===== src/design/b58d_pkg.sv =====
package b58d_pkg;

    localparam int unsigned SymbolWidth = 8;
    localparam int unsigned DigitWidth  = 6;
    localparam int unsigned ValueWidth  = 32;
    localparam int unsigned StatusWidth = 2;
    localparam int unsigned Base        = 58;

    // Result status codes
    typedef enum logic [StatusWidth-1:0] {
        ST_OK      = 2'd0,
        ST_INVALID = 2'd1,
        ST_RANGE   = 2'd2
    } t_status;

    typedef struct packed {
        logic [SymbolWidth-1:0] symbol;
        logic                   has_symbol;
        logic                   last;
    } t_in_item;

    typedef struct packed {
        logic [ValueWidth-1:0] value;
        t_status               status;
    } t_out_item;

    typedef struct packed {
        logic                  ok;
        logic [DigitWidth-1:0] digit;
    } t_digit;

    // Map one character to its digit; alphabet is digits 1-9, lower case
    // (no 'l'), then upper case (no 'I' or 'O').
    function automatic t_digit digit_of(input logic [SymbolWidth-1:0] c);
        t_digit d;
        d.ok    = 1'b1;
        d.digit = '0;
        case (c) inside
            [8'h31:8'h39]: d.digit = DigitWidth'(c - 8'h31);          // '1'..'9'
            [8'h61:8'h6B]: d.digit = DigitWidth'(c - 8'h61 + 8'd9);   // 'a'..'k'
            [8'h6D:8'h7A]: d.digit = DigitWidth'(c - 8'h6D + 8'd20);  // 'm'..'z'
            [8'h41:8'h48]: d.digit = DigitWidth'(c - 8'h41 + 8'd34);  // 'A'..'H'
            [8'h4A:8'h4E]: d.digit = DigitWidth'(c - 8'h4A + 8'd42);  // 'J'..'N'
            [8'h50:8'h5A]: d.digit = DigitWidth'(c - 8'h50 + 8'd47);  // 'P'..'Z'
            default:       d.ok    = 1'b0;
        endcase
        return d;
    endfunction

endpackage


===== src/design/base58_decode_uint32.sv =====
// Streaming base58 to 32-bit unsigned decoder. One character arrives per
// item, most significant first, and one item is taken every cycle unless
// a last item waits for a full result register: each character goes
// through an input register, then one multiply-by-58-and-add into the
// accumulator; a last item loads its result register. Only the last item
// of a string produces a result (value and status); its status is range
// if the part after the final bad character exceeds 2^32-1, else invalid
// for a bad character or an empty string, else ok. Value is zero unless
// ok. An item with no character and not last is consumed without effect.
module base58_decode_uint32
    import b58d_pkg::*;
(
    input  logic      i_clk,
    input  logic      i_rst_n,
    input  logic      i_in_valid,
    output logic      o_in_ready,
    input  t_in_item  i_in_item,
    output logic      o_out_valid,
    input  logic      i_out_ready,
    output t_out_item o_out_item
);

    localparam int unsigned ProdWidth = ValueWidth + DigitWidth;

    logic                  r_in_valid;
    t_in_item              r_in;
    logic [ValueWidth-1:0] r_acc;
    logic                  r_ovf;
    logic                  r_inv;
    logic                  r_seen;
    logic                  r_out_valid;
    t_out_item             r_out;

    logic [ValueWidth-1:0] n_acc;
    logic                  n_ovf;
    logic                  n_inv;
    logic                  n_seen;
    t_out_item             n_out;

    t_digit                dig;
    logic [ProdWidth-1:0]  prod;
    logic                  slot_free;
    logic                  adv;

    // Stage 1 moves when its item needs no result slot or one is free
    assign slot_free  = !r_out_valid || i_out_ready;
    assign adv        = r_in_valid && (!r_in.last || slot_free);
    assign o_in_ready = !r_in_valid || adv;

    // Decode and accumulate the registered character
    assign dig  = digit_of(r_in.symbol);
    assign prod = ProdWidth'(r_acc) * ProdWidth'(Base) + ProdWidth'(dig.digit);

    always_comb begin
        n_acc  = r_acc;
        n_ovf  = r_ovf;
        n_inv  = r_inv;
        n_seen = r_seen;
        if (r_in.has_symbol) begin
            n_seen = 1'b1;
            if (!dig.ok) begin
                // bad character: restart range check on the suffix
                n_inv = 1'b1;
                n_acc = '0;
                n_ovf = 1'b0;
            end else if (!r_ovf) begin
                if (prod[ProdWidth-1:ValueWidth] != '0) begin
                    n_ovf = 1'b1;
                    n_acc = '1;
                end else begin
                    n_acc = prod[ValueWidth-1:0];
                end
            end
        end
    end

    // Build the result for a last item
    always_comb begin
        n_out.value  = '0;
        n_out.status = ST_OK;
        if (n_ovf) begin
            n_out.status = ST_RANGE;
        end else if (n_inv || !n_seen) begin
            n_out.status = ST_INVALID;
        end else begin
            n_out.value = n_acc;
        end
    end

    // Input register
    always_ff @(posedge i_clk) begin
        if (!i_rst_n) begin
            r_in_valid <= 1'b0;
        end else if (o_in_ready) begin
            r_in_valid <= i_in_valid;
        end
        if (o_in_ready && i_in_valid) begin
            r_in <= i_in_item;
        end
    end

    // Decoder state: advance per item, clear after the last one
    always_ff @(posedge i_clk) begin
        if (!i_rst_n) begin
            r_acc  <= '0;
            r_ovf  <= 1'b0;
            r_inv  <= 1'b0;
            r_seen <= 1'b0;
        end else if (adv) begin
            if (r_in.last) begin
                r_acc  <= '0;
                r_ovf  <= 1'b0;
                r_inv  <= 1'b0;
                r_seen <= 1'b0;
            end else begin
                r_acc  <= n_acc;
                r_ovf  <= n_ovf;
                r_inv  <= n_inv;
                r_seen <= n_seen;
            end
        end
    end

    // Result register: load on a last item, drop once taken
    always_ff @(posedge i_clk) begin
        if (!i_rst_n) begin
            r_out_valid <= 1'b0;
        end else if (adv && r_in.last) begin
            r_out_valid <= 1'b1;
        end else if (i_out_ready) begin
            r_out_valid <= 1'b0;
        end
        if (adv && r_in.last) begin
            r_out <= n_out;
        end
    end

    assign o_out_valid = r_out_valid;
    assign o_out_item  = r_out;

    // Value is zero on any error status
    a_err_value_zero: assert property (@(posedge i_clk) disable iff (!i_rst_n)
        (r_out_valid && r_out.status != ST_OK) |-> (r_out.value == '0))
        else $error("nonzero value with error status");

    // Overflow saturates the accumulator
    a_ovf_saturates: assert property (@(posedge i_clk) disable iff (!i_rst_n)
        r_ovf |-> (r_acc == '1))
        else $error("overflow without saturated accumulator");

    // State returns to reset after the last item of a string
    a_clear_after_last: assert property (@(posedge i_clk) disable iff (!i_rst_n)
        (adv && r_in.last) |=> (r_acc == '0 && !r_ovf && !r_inv && !r_seen))
        else $error("state not cleared after last item");

    // A last item always lands in the result register
    a_last_gives_result: assert property (@(posedge i_clk) disable iff (!i_rst_n)
        (adv && r_in.last) |=> r_out_valid)
        else $error("last item produced no result");

endmodule

===== config.mk =====
export PLATFORM = sky130hd
export DESIGN_NAME = base58_decode_uint32
export DESIGN_NICKNAME = d
export VERILOG_FILES = /design/src/design/b58d_pkg.sv /design/src/design/base58_decode_uint32.sv
export SDC_FILE = /design/constraint.sdc
export NUM_CORES = 1
export LEC_CHECK = 0
export BUFFER_PORTS_ARGS = -buffer_cell sky130_fd_sc_hd__buf_2
export CORE_UTILIZATION = 30
export CTS_CLUSTER_SIZE = 28
export DETAILED_ROUTE_END_ITERATION = 7
export GPL_TIMING_DRIVEN = 0
export PLACE_DENSITY = 0.53
export SETUP_SLACK_MARGIN = 0.05
export SLEW_MARGIN = 10
export SYNTH_ARGS = -nofsm -noshare
export SYNTH_HDL_FRONTEND = slang
export SYNTH_SLANG_ARGS = --single-unit

===== constraint.sdc =====
create_clock -name i_clk -period 8.85 [get_ports i_clk]
set_input_delay 1.77 -clock i_clk [delete_from_list [all_inputs] [get_ports i_clk]]
set_output_delay 1.77 -clock i_clk [all_outputs]
set_load 0.005 [all_outputs]

# Word level (Yosys, flattened, before mapping)
# Cells that the tools add are included.
# totals
elab_cells	86
ff_bits	81
inputBits	14
output_inout_bits	36
# op_classes
n_lt_le_gt_ge	12
mul	1
mux	30
addsub	12
n_reduce_logical	20
# op_table
op	n
32-bit two-way mux	5
8-bit by 7-bit >= comparator with 1-bit output, second input constant	5
8-bit by 7-bit less-or-equal comparator with 1-bit output, second input constant	5
38-bit by 6-bit adder with 38-bit output	1
32-bit by 5-bit multiplier with 37-bit output, second input constant	1
6-bit two-way mux	6
1-bit two-way mux	19
6-bit adder, second input constant	3
6-bit subtractor, second input constant	3
1-bit logical AND	9
8-bit by 6-bit >= comparator with 1-bit output, second input constant	1
8-bit by 6-bit less-or-equal comparator with 1-bit output, second input constant	1
6-bit by 4-bit adder with 6-bit output, second input constant	1
6-bit by 5-bit adder with 6-bit output, second input constant	1
6-bit nonzero test	1
6-bit by 1-bit subtractor with 6-bit output, second input constant	1
6-bit by 4-bit subtractor with 6-bit output, second input constant	1
6-bit by 5-bit subtractor with 6-bit output, second input constant	1
1-bit zero test	4
1-bit logical OR	4
2-bit nonzero test	1
2-bit OR reduction	1

# Logic depth before layout (Yosys ltp)
# Gate-level depths: netlist of the first run.
# logic_depth
word_depth	15
depth_mapped	28
ltp_nobuf	26

# Least setup slack after synthesis of the first run
# No wires, ideal clock.
# synth_path
kind	register to register
startpoint	register r_in[3] (netlist bit)
endpoint	register r_out, in the netlist o_out_item[10] (data pin)
t_required_ps	8578
arrival_time_ps	5430
path_buffers	3
period_less_slack_ps	5702
path_stages_with_launch	26
setup_time_ps	272
setup_slack_ps	3148
path_cell_list	edfxtp_1 > clkbuf_1 > inv_1 > ha_1 > nand2b_1 > or3_1 > nand2_1 > nor4b_1 > o31ai_1 > a221o_1 > and2_1 > ha_1 > a211oi_1 > o21ai_0 > a21oi_1 > nor3_1 > and2_1 > nand4b_1 > nor4_4 > nand4_2 > o32a_1 > and2_1 > buf_6 > clkbuf_1 > a2111oi_0 > nor3_2
# synth_via
elab_chain_cells	15
elab_cells_between_ends	55
cone_classes	12 x add/sub; 12 x order compare; 22 x mux; 9 x reduce/logical
# synth_rtl
element	line	text
start: declaration	base58_decode_uint32.sv:26	t_in_item r_in;
start signal: assignment	base58_decode_uint32.sv:98	r_in <= i_in_item;
6-bit by 5-bit subtractor with 6-bit output (tied with other cells)	b58d_pkg.sv:44	[8'h50:8'h5A]: d.digit = DigitWidth'(c - 8'h50 + 8'd47);
6-bit adder or 1-bit logical AND (tied branches)	b58d_pkg.sv:44, base58_decode_uint32.sv:51	
6-bit two-way mux (6 in a row)	b58d_pkg.sv:38	case (c) inside
38-bit by 6-bit adder with 38-bit output	base58_decode_uint32.sv:52	assign prod = ProdWidth'(r_acc) * ProdWidth'(Base) + ProdWidth'(dig.digit);
6-bit nonzero test	base58_decode_uint32.sv:67	if (prod[ProdWidth-1:ValueWidth] != '0) begin
1-bit two-way mux	base58_decode_uint32.sv:67	
1-bit two-way mux	base58_decode_uint32.sv:66	end else if (!r_ovf) begin
1-bit two-way mux	base58_decode_uint32.sv:61	if (!dig.ok) begin
1-bit two-way mux	base58_decode_uint32.sv:59	if (r_in.has_symbol) begin
2-bit OR reduction (no line)	n/a	
end signal: assignment	base58_decode_uint32.sv:134	r_out <= n_out;
end: declaration	base58_decode_uint32.sv:32	t_out_item r_out;
# Parallel ways exist; a longest one is shown, timed or not.
# A chain may end at the register's enable or synchronous reset.

# Worst setup path after layout of the first run
# layout_path
startpoint	register r_in[3] (netlist bit)
endpoint	register r_out, in the netlist o_out_item[14] (data pin)
# The elaborated chain is that of the path after synthesis.

==> results of run 1 <==
==> cell usage after synthesis (33+ instances only) <==
library cell	instances	area [um2]
a21oi_1	55	275
nor3_1	50	250
o21ai_0	37	185
edfxtp_1	44	1320
inv_1	159	597
nor2_1	82	308
nand2_1	57	214
ha_1	87	1090
a2111oi_0	33	289
fa_1	60	1200
clkbuf_1	34	128
dfxtp_1	37	741
==> registers in the layout (all words and copies together) (netlist names) <==
signal / cells
r_seen: 1
r_inv: 1
r_in_valid: 1
o_out_item: 34
o_out_valid: 1
r_ovf: 1
r_acc: 32
r_in: 10
==> layout make-up <==
class	instances	area share, %
multi-input combinational	814	62.9
sequential	81	19.3
inverter	159	5.59
tap	402	4.71
buffer	54	2.44
timing repair buffer	49	2.30
clock buffer	10	2.15
clock inverter	6	0.622
==> kinds of logic after synthesis <==
| family | after synthesis |
|---|---|
| AND/OR/NAND/NOR | 342 |
| AO/OA/AOI/OAI | 273 |
| XOR/XNOR | 47 |
| buffers and inverters | 213 |
| multiplexers | 5 |
| adder cells (fa/ha/maj) | 147 |
| flip-flops | 81 |
==> metal layers <==
layer	vias to the layer above	wire, um	track usage, %
li1	4088	-	-
met1	4018	12600	22.6
met2	165	12000	26.6
met3	19	1130	2.48
met4	0	248	2.71
met5	-	0	0
==> worst min-delay path by stage <==
stage,from,to,cells after the start
2_1_floorplan,r_seen,r_seen,2
3_3_place_gp,r_acc[17],r_acc[17],1
6_report,r_acc[20],r_acc[20],1
5_1_grt,r_acc[17],r_acc[17],1
4_1_cts,r_acc[20],r_acc[20],1
3_5_place_dp,r_acc[20],r_acc[20],1
==> report_power, final <==
group / leakage (nW) / internal (W) / total [W] / switching [W]
logic: 3.92 / 0.0000388 / 0.000112 / 0.0000736
registers: 0.709 / 0.000403 / 0.000409 / 0.00000595
clock network: 0.137 / 0.000220 / 0.000387 / 0.000167
==> stage by stage <==
stage / instances / utilization [%]
4_1_cts: 1575 / 33.8
3_3_place_gp: 1559 / 32.9
5_1_grt: 1575 / 33.8
3_5_place_dp: 1559 / 32.9
2_1_floorplan: 1108 / -
6_report: 1575 / 33.8
==> results by group, run 1 <==
Clocking
  – Cts bufs inserted: 9
  – Clk slew on worst S/H paths: 0.07 ns
  – # resized after CTS: 0
  – Number of post-CTS setup repair buffers: 0
  – Clk Latency, worst-skew pair: between 0.3 and 0.4 ns
  – Root Driver: clkbuf_16
  – Max Root-Sink Buffers: 2
  – Clock sinks: 81
  – CTS Hold Buffers Added: 0
  – Htree depth: 3
  – CTS tree: built

Synth
  – Async set-reset flop share out of synthesis: 0%
  – Yosys Warn Count: 0
  – Top_reg_cell synth: edfxtp_1
  – Mux share of post-synthesis cell area: 0.546%
  – Syn Nets: 1269
  – Area share of xor/xnor cells in the synthesized design: 4.28%
  – Netlist Area Pre-Place: 9620 um2
  – Yosys cell types: between 90 and 100
  – Simple-gate share of the synthesized area: about a fifth
  – Post-synthesis compound-gate area fraction: 21.1%
  – Syn Inst Count: between 1000 and 1500
  – Seq/Total Area, Yosys: around 21%
  – Number of flops mapped to enable cells by yosys: 44
  – Post-Synth Adder-Cell Area: roughly a quarter
  – #FFs+latches synth: 81
  – Largest family of logic cells by synthesized area: adder cells
  – Syn avg cell area: 8.68 um2

Run
  – # Max-Cap Violations: 0

Power and ir drop
  – Leakage: 4.77 nW
  – Total power: 0.000909 W
  – Pwr Density: 85.2 nW/um2
  – Max IR drop VDD: 96.7 uV

Placement
  – I/O Buffers: 49
  – Post-Place Cell Area: 10400 um2
  – GPL Wtd Cong: 0.862
  – Place WS: 1.49 ns
  – Final HPWL DP: 21100 um

Critical path
  – End of the critical path: o_out_item[14]
  – Crit start category: register
  – Buf/Inv on CP: 4
  – Crit path kind: register to register
  – Cell mode on critical path: and2_1
  – Crit-path max cell delay: 0.75 ns
  – CP Depth: 25
  – Crit end category: register
  – Worst setup path start: r_in[3]
  – R2r worst-path depth: 25
  – R2R Path End: o_out_item[14]
  – Crit-path slowest cell: nor4b_2
  – Worst path top cell family by delay: simple AND/OR/NAND/NOR gates
  – Crit-path max FO: 10
  – Worst EP required: 8.92 ns
  – Arr. time, crit path: 7.15 ns
  – Critical R2R Launch: r_in[3]
  – R2r setup slk: about 1.8 ns

GRT
  – Initial antenna violation count: 0
  – Largest net degree at the start of global routing: 36
  – Remaining Overflow, GRT: 0
  – Gr usage total: 16.2%
  – Number of global-route vias before repair: 7890
  – First-pass GRT wire length: 42500 um

Drt
  – Vias/cell: roughly 5.3
  – DRT Wirelength: 26000 um
  – DRT iter0 DRCs: 492
  – Residual DRC: 0
  – Vias: 8290
  – Final ANT Viol Nets: 0
  – Routed WL per cell: 16.5 um
  – DR pass1 iterations: 5

STA
  – Actual slew at the worst max-slew pin: 1.11 ns
  – Setup violators final: 0
  – Fin crit period: roughly 7.1 ns
  – Maximum clock frequency: 141 MHz
  – Worst setup margin: 1.77 ns
  – Final period utilization: approximately 80%
  – Worst clock skew: 0.0150 ns
  – Post-Route Setup TNS: 0 ns
  – RSZ-0062 raised after global routing: no
  – Hold_ws: 0.504 ns
  – Fin. Hold Viols: 0
  – Worst slew margin: 25.9%
  – Count of pins over their slew limit: 0

Finish
  – Final #Nets: 1329
  – Multi-input gate area: 6710 um2
  – # diodes: 0
  – P&R area growth vs syn: 10.9%
  – Post-route cell area: 10700 um2
  – Fill cells: approximately 3400
  – Reg area: 2060 um2
  – Fraction of layout cells with a size suffix above 1: approximately an eighth
  – Most frequent cells in the layout: inv_1, ha_1, nor2_1
  – Commonest non-fill, non-tap cell in the layout: inv_1

Floorplanning
  – Std-Cell Rows: 65
  – Die X: 181 um
  – Die span in y: between 150 and 200 um
  – Starting density of the core: a little under a third
  – I/O pin count: 50
  – Die area: 32800 um2
  – Placeable Area: 31600 um2

Run status
  – Outcome: finished, final reports clean

Min path
  – HP Class: register to register
No activity file was read; power rests on OpenSTA's default activity.
==> run 2: changes to the inputs <==
--- a/config.mk
+++ b/config.mk
@@ -10,7 +10,7 @@
 export CTS_CLUSTER_SIZE = 28
 export DETAILED_ROUTE_END_ITERATION = 7
 export GPL_TIMING_DRIVEN = 0
-export PLACE_DENSITY = 0.53
+export PLACE_DENSITY = 0.54
 export SETUP_SLACK_MARGIN = 0.05
 export SLEW_MARGIN = 10
 export SYNTH_ARGS = -nofsm -noshare
==> constraint.sdc (replaced) <==
create_clock -name i_clk -period 5.9 [get_ports i_clk]
set_input_delay 1.18 -clock i_clk [delete_from_list [all_inputs] [get_ports i_clk]]
set_output_delay 1.18 -clock i_clk [all_outputs]
set_load 0.005 [all_outputs]
==> run 2 against run 1 <==
Compared with the run above: combinational power rose by 130%; cell area up 23%; clock power is 63% higher; fmax increased by 21%; flip-flop and latch count stayed put; non-clock buffer count increased by 92; register-to-register slack got worse by 1.7 ns; worst hold slack worse by 0.0091 ns; cell count grew 5.8%; die area stayed put; sequential power grew 47%; critical endpoint is now o_out_item[13]; largest power group is now the clock network.
==> results by group, run 2 (same netlist as run 1, synthesis figures left out) <==
Run status
  – Outcome: finished, final reports clean

Drt
  – Routed WL per cell: 17.2 um
  – Vias: 8914
  – Vias/cell: 5.35
  – DRT Wirelength: between 20000 and 30000 um
  – Residual DRC: 0
  – DR pass1 iterations: 5
  – Final ANT Viol Nets: 0
  – DRT iter0 DRCs: 507

Placement
  – Final HPWL DP: 21000 um
  – Place WS: -1.51 ns
  – GPL Wtd Cong: approximately 0.88
  – I/O Buffers: 49
  – Post-Place Cell Area: around 10000 um2

Clocking
  – Clk Latency, worst-skew pair: about 0.35 ns
  – Max Root-Sink Buffers: 2
  – Htree depth: 3
  – Cts bufs inserted: 9
  – Clk slew on worst S/H paths: 0.06 ns
  – Root Driver: clkbuf_16
  – CTS tree: built
  – Clock sinks: 81
  – CTS Hold Buffers Added: 0

Critical path
  – Crit end category: register
  – Crit path kind: register to register
  – Crit-path max FO: 7
  – Worst EP required: 5.98 ns
  – Arr. time, crit path: about 5.9 ns
  – Crit start category: register

GRT
  – Initial antenna violation count: 0
  – Remaining Overflow, GRT: 0
  – Gr usage total: 17.2%
  – First-pass GRT wire length: between 40000 and 50000 um
  – Number of global-route vias before repair: 8533
  – Largest net degree at the start of global routing: 36
  – GR peak layer: met2
  – Grt met1 use: 23.7%
  – Grt met2 use: 29.5%
  – Met3 usage: 1.59%

Finish
  – P&R area growth vs syn: 36.3%
  – Commonest non-fill, non-tap cell in the layout: inv_1
  – Fraction of layout cells with a size suffix above 1: 35.0%
  – # diodes: 0
  – Post-route cell area: 13100 um2
  – Final #Nets: 1421
  – Max reg flops: 34
  – Most frequent cells in the layout: inv_1, buf_4, nor2_1
  – Fill cells: 3083

STA
  – Worst setup margin: 0.0610 ns
  – Fin. Hold Viols: 0
  – Fin crit period: 5.84 ns
  – Worst slew margin: 12.0%
  – Setup violators final: 0
  – Worst clock skew: 0.0130 ns
  – Final period utilization: 99.0%
  – Maximum clock frequency: 171 MHz
  – Actual slew at the worst max-slew pin: 1.32 ns
  – Count of pins over their slew limit: 0
  – Post-Route Setup TNS: 0 ns
  – RSZ-0062 raised after global routing: yes

Floorplanning
  – I/O pin count: 50
  – Placeable Area: 31600 um2
  – Std-Cell Rows: 65
  – Die area: between 30000 and 40000 um2
  – Starting density of the core: 30.5%
  – Die span in y: 181 um
  – Die X: 181 um

Power and ir drop
  – Leakage: 5.93 nW
  – Pwr Density: 113 nW/um2
  – Max IR drop VDD: 168 uV

Run
  – # Max-Cap Violations: 0

Min path
  – HP Class: register to register
-- run 2: final timing paths --
check | from | to | slack (ns) | cells past startpoint
max | r_acc[16] | o_out_item[13] | 0.06 | 25
min | r_acc[9] | r_acc[9] | 0.49 | 1
max reg2reg | r_acc[16] | o_out_item[13] | 0.06 | 25
min reg2reg | r_acc[9] | r_acc[9] | 0.49 | 1
-- run 2: repair_timing --
action | CTS | global route
gates resized for setup | 228 | 185
pin swaps | 36 | 74
cloned | 1 | 4
endpoints found under the setup margin | 67 | 66
buffers inserted | 49 | 46
-- run 2: per-layer routing --
layer / wire length [um] / part of all wire [%]
met1: 13400 / 47
met2: 14100 / 49
met3: 798 / 2.8
met4: 430 / 1.5
met5: 0 / 0
-- run 2: critical path: stages, from the launching register on --
cell       delay, ns
dfxtp_4         0.41
inv_6           0.06
fa_1            0.49
inv_1           0.04
ha_1            0.26
inv_1           0.05
fa_1            0.47
inv_1           0.04
ha_1            0.27
buf_6           0.14
nand4_1         0.18
buf_4           0.16
nor3_4          0.04
a221o_1         0.36
a211oi_4        0.35
o21ai_2         0.10
xor2_1          0.24
buf_4           0.16
nand4_1         0.12
or4_1           0.53
o2111a_2        0.20
o21ai_4         0.27
o31a_4          0.26
buf_6           0.14
clkbuf_16       0.17
nor3_4          0.05
-- run 2: report_power, final --
| group | leakage (nW) | internal [W] | switching, W | total [W] |
|---|---|---|---|---|
| Combinational | 5.04 | 0.000104 | 0.000152 | 0.000256 |
| Sequential | 0.731 | 0.000595 | 0.00000788 | 0.000603 |
| Clock | 0.157 | 0.000375 | 0.000254 | 0.000629 |
-- run 2: metrics by stage --
step	cells	util, %	total power [W]	hold slack [ns]
3_5_place_dp	1559	32.9	0.000793	0.495
5_1_grt	1667	41.6	0.00154	0.517
4_1_cts	1620	37.8	0.00146	0.503
6_report	1667	41.6	0.00149	0.495
3_3_place_gp	1559	32.9	0.000792	0.487
2_1_floorplan	1108	-	0.000744	0.452
-- run 2: cell type report --
class	count	area, um2	share of cell area [%]
tap	402	503	3.84
clock inverter	6	91.3	0.696
sequential	81	2160	16.4
clock buffer	10	229	1.75
multi-input combinational	814	8020	61.2
inverter	159	631	4.81
timing repair buffer	149	1110	8.47
buffer	46	370	2.82
==> run 3: changes to the inputs <==
--- a/config.mk
+++ b/config.mk
@@ -6,6 +6,7 @@
 export NUM_CORES = 1
 export LEC_CHECK = 0
 export BUFFER_PORTS_ARGS = -buffer_cell sky130_fd_sc_hd__buf_2
+export CORE_MARGIN = 2
 export CORE_UTILIZATION = 30
 export CTS_CLUSTER_SIZE = 28
 export DETAILED_ROUTE_END_ITERATION = 7
==> run 3 against run 2 <==
Compared with the run above: global-route usage down 0.46 points; count of clock-buffer cells in the layout unchanged; power down 0.98%; cell count down 0.12%; non-clock buffer count down 2; worst setup slack better by 0.016 ns; worst hold slack better by 0.016 ns; clock power down 2%; highest routed layer unchanged.
==> results by group, run 3 (same netlist as run 1, synthesis figures left out) <==
Run status
  – Outcome: finished, final reports clean

Drt
  – DRT iter0 DRCs: approximately 540
  – Vias: approximately 8800
  – Vias/cell: 5.30
  – Residual DRC: 0
  – Final ANT Viol Nets: 0
  – DR pass1 iterations: 5
  – DRT Wirelength: slightly below 30000 um
  – Routed WL per cell: about 17 um

Clocking
  – Htree depth: 3
  – Clk slew on worst S/H paths: 0.07 ns
  – Root Driver: clkbuf_16
  – Clock sinks: around 80
  – CTS Hold Buffers Added: 0
  – Max Root-Sink Buffers: 2
  – CTS tree: built
  – Clk Latency, worst-skew pair: about 0.35 ns
  – Cts bufs inserted: 9

Power and ir drop
  – Total power: about 0.0015 W
  – Pwr Density: 113 nW/um2
  – Leakage: 5.84 nW
  – Max IR drop VDD: about 160 uV

STA
  – Maximum clock frequency: 172 MHz
  – Count of pins over their slew limit: 0
  – Setup violators final: 0
  – Fin crit period: between 5 and 6 ns
  – Final period utilization: a little over nine tenths
  – Worst clock skew: 0.0148 ns
  – Post-Route Setup TNS: 0 ns
  – Fin. Hold Viols: 0
  – Actual slew at the worst max-slew pin: ~1.3 ns
  – RSZ-0062 raised after global routing: yes
  – Worst slew margin: 14.3%

Finish
  – Final #Nets: 1419
  – Most frequent cells in the layout: inv_1, buf_4, nor2_1
  – Max reg flops: 34
  – # diodes: 0
  – Core Util, Final: 41.4%
  – P&R area growth vs syn: 35.8%
  – Commonest non-fill, non-tap cell in the layout: inv_1
  – Fraction of layout cells with a size suffix above 1: 35.0%
  – Fill cells: 3143
  – Final Non-Filler Cells: 1665

Critical path
  – Worst setup path start: r_acc[1]
  – Worst EP required: 6.07 ns
  – Crit-path max FO: 8
  – R2R Path End: o_out_item[16]
  – Crit start category: register
  – R2r setup slk: 0.08 ns
  – Critical R2R Launch: r_acc[1]
  – R2r worst-path depth: 20
  – End of the critical path: o_out_item[16]
  – Crit path kind: register to register
  – Arr. time, crit path: 5.99 ns
  – Crit end category: register

Min path
  – Hold Path Stages: 2
  – HP Class: register to register

Floorplanning
  – Die span in y: 183 um
  – Die area: 33500 um2
  – Placeable Area: 31600 um2
  – Starting density of the core: 30.5%
  – Std-Cell Rows: 65
  – I/O pin count: 50
  – Die X: 183 um

Placement
  – GPL Wtd Cong: 0.873
  – I/O Buffers: 49
  – Dpl cells: between 1500 and 2000
  – Final HPWL DP: 21000 um

GRT
  – Largest net degree at the start of global routing: 36
  – Met3 usage: 1.95%
  – Remaining Overflow, GRT: 0
  – Grt met1 use: between 20% and 30%
  – First-pass GRT wire length: approximately 45000 um
  – Initial antenna violation count: 0
  – GR peak layer: met2
  – Gr usage total: between 10% and 20%
  – Grt met2 use: 28.4%
  – Number of global-route vias before repair: 8324

Run
  – # Max-Cap Violations: 0
## run 3: worst min-delay path by stage
stage,slack (ns),startpoint,to
6_report,0.51,r_inv,r_inv
5_1_grt,0.53,r_acc[9],r_acc[9]
4_1_cts,0.51,r_inv,r_inv
3_5_place_dp,0.49,r_inv,r_inv
3_3_place_gp,0.49,r_acc[13],r_acc[13]
2_1_floorplan,0.45,r_seen,r_seen
## run 3: timing repair
action / CTS / global route
setup buffers: 31 / 65
endpoints found under the setup margin: 67 / 67
pin swaps: 43 / 71
gates cloned: 1 / 2
resized for setup: 229 / 177
## run 3: area by class of cell
class	instances	area [um2]	area share (%)
Multi-Input combinational cell	814	8010	61.3
Sequential cell	81	2150	16.5
Timing Repair Buffer	148	1050	8.03
Inverter	159	639	4.90
Tap cell	402	503	3.85
Buffer	45	384	2.94
Clock buffer	10	239	1.83
Clock inverter	6	80.1	0.613
## run 3: layer usage
layer	vias to the layer above	wire length (um)
met2	214	14300
met5	-	0
li1	4270	-
met4	0	298
met3	22	1170
met1	4324	13200
## run 3: stage by stage
| step | hold slack (ns) | worst slack, ns | cell area [um2] |
|---|---|---|---|
| 2_1_floorplan | 0.452 | 0.198 | 9620 |
| 3_3_place_gp | 0.487 | -1.38 | 10400 |
| 3_5_place_dp | 0.492 | -1.51 | 10400 |
| 6_report | 0.511 | 0.0771 | 13100 |
| 5_1_grt | 0.529 | -0.0842 | 13100 |
| 4_1_cts | 0.508 | 0.0486 | 11800 |
## run 3: critical path, stage by stage (launching register included)
cell and delay (ns):
dfxtp_4 0.41, inv_2 0.08, fa_1 0.54, inv_1 0.04, ha_1 0.30, fa_1 0.56
ha_4 0.24, nand3_1 0.13, o22ai_2 0.11, o21a_2 0.28, or4b_4 0.59, a32oi_4 0.28
nand4_1 0.19, and3b_2 0.33, nand4_4 0.13, o32a_1 0.25, and2_4 0.18, buf_8 0.13
o31a_4 0.43, buf_16 0.19, nor3_4 0.22
## run 3: where the power goes
group / internal [W] / switching (W) / total [W]
clock network: 0.000351 / 0.000266 / 0.000617
logic: 0.000102 / 0.000149 / 0.000251
registers: 0.000595 / 0.00000943 / 0.000605
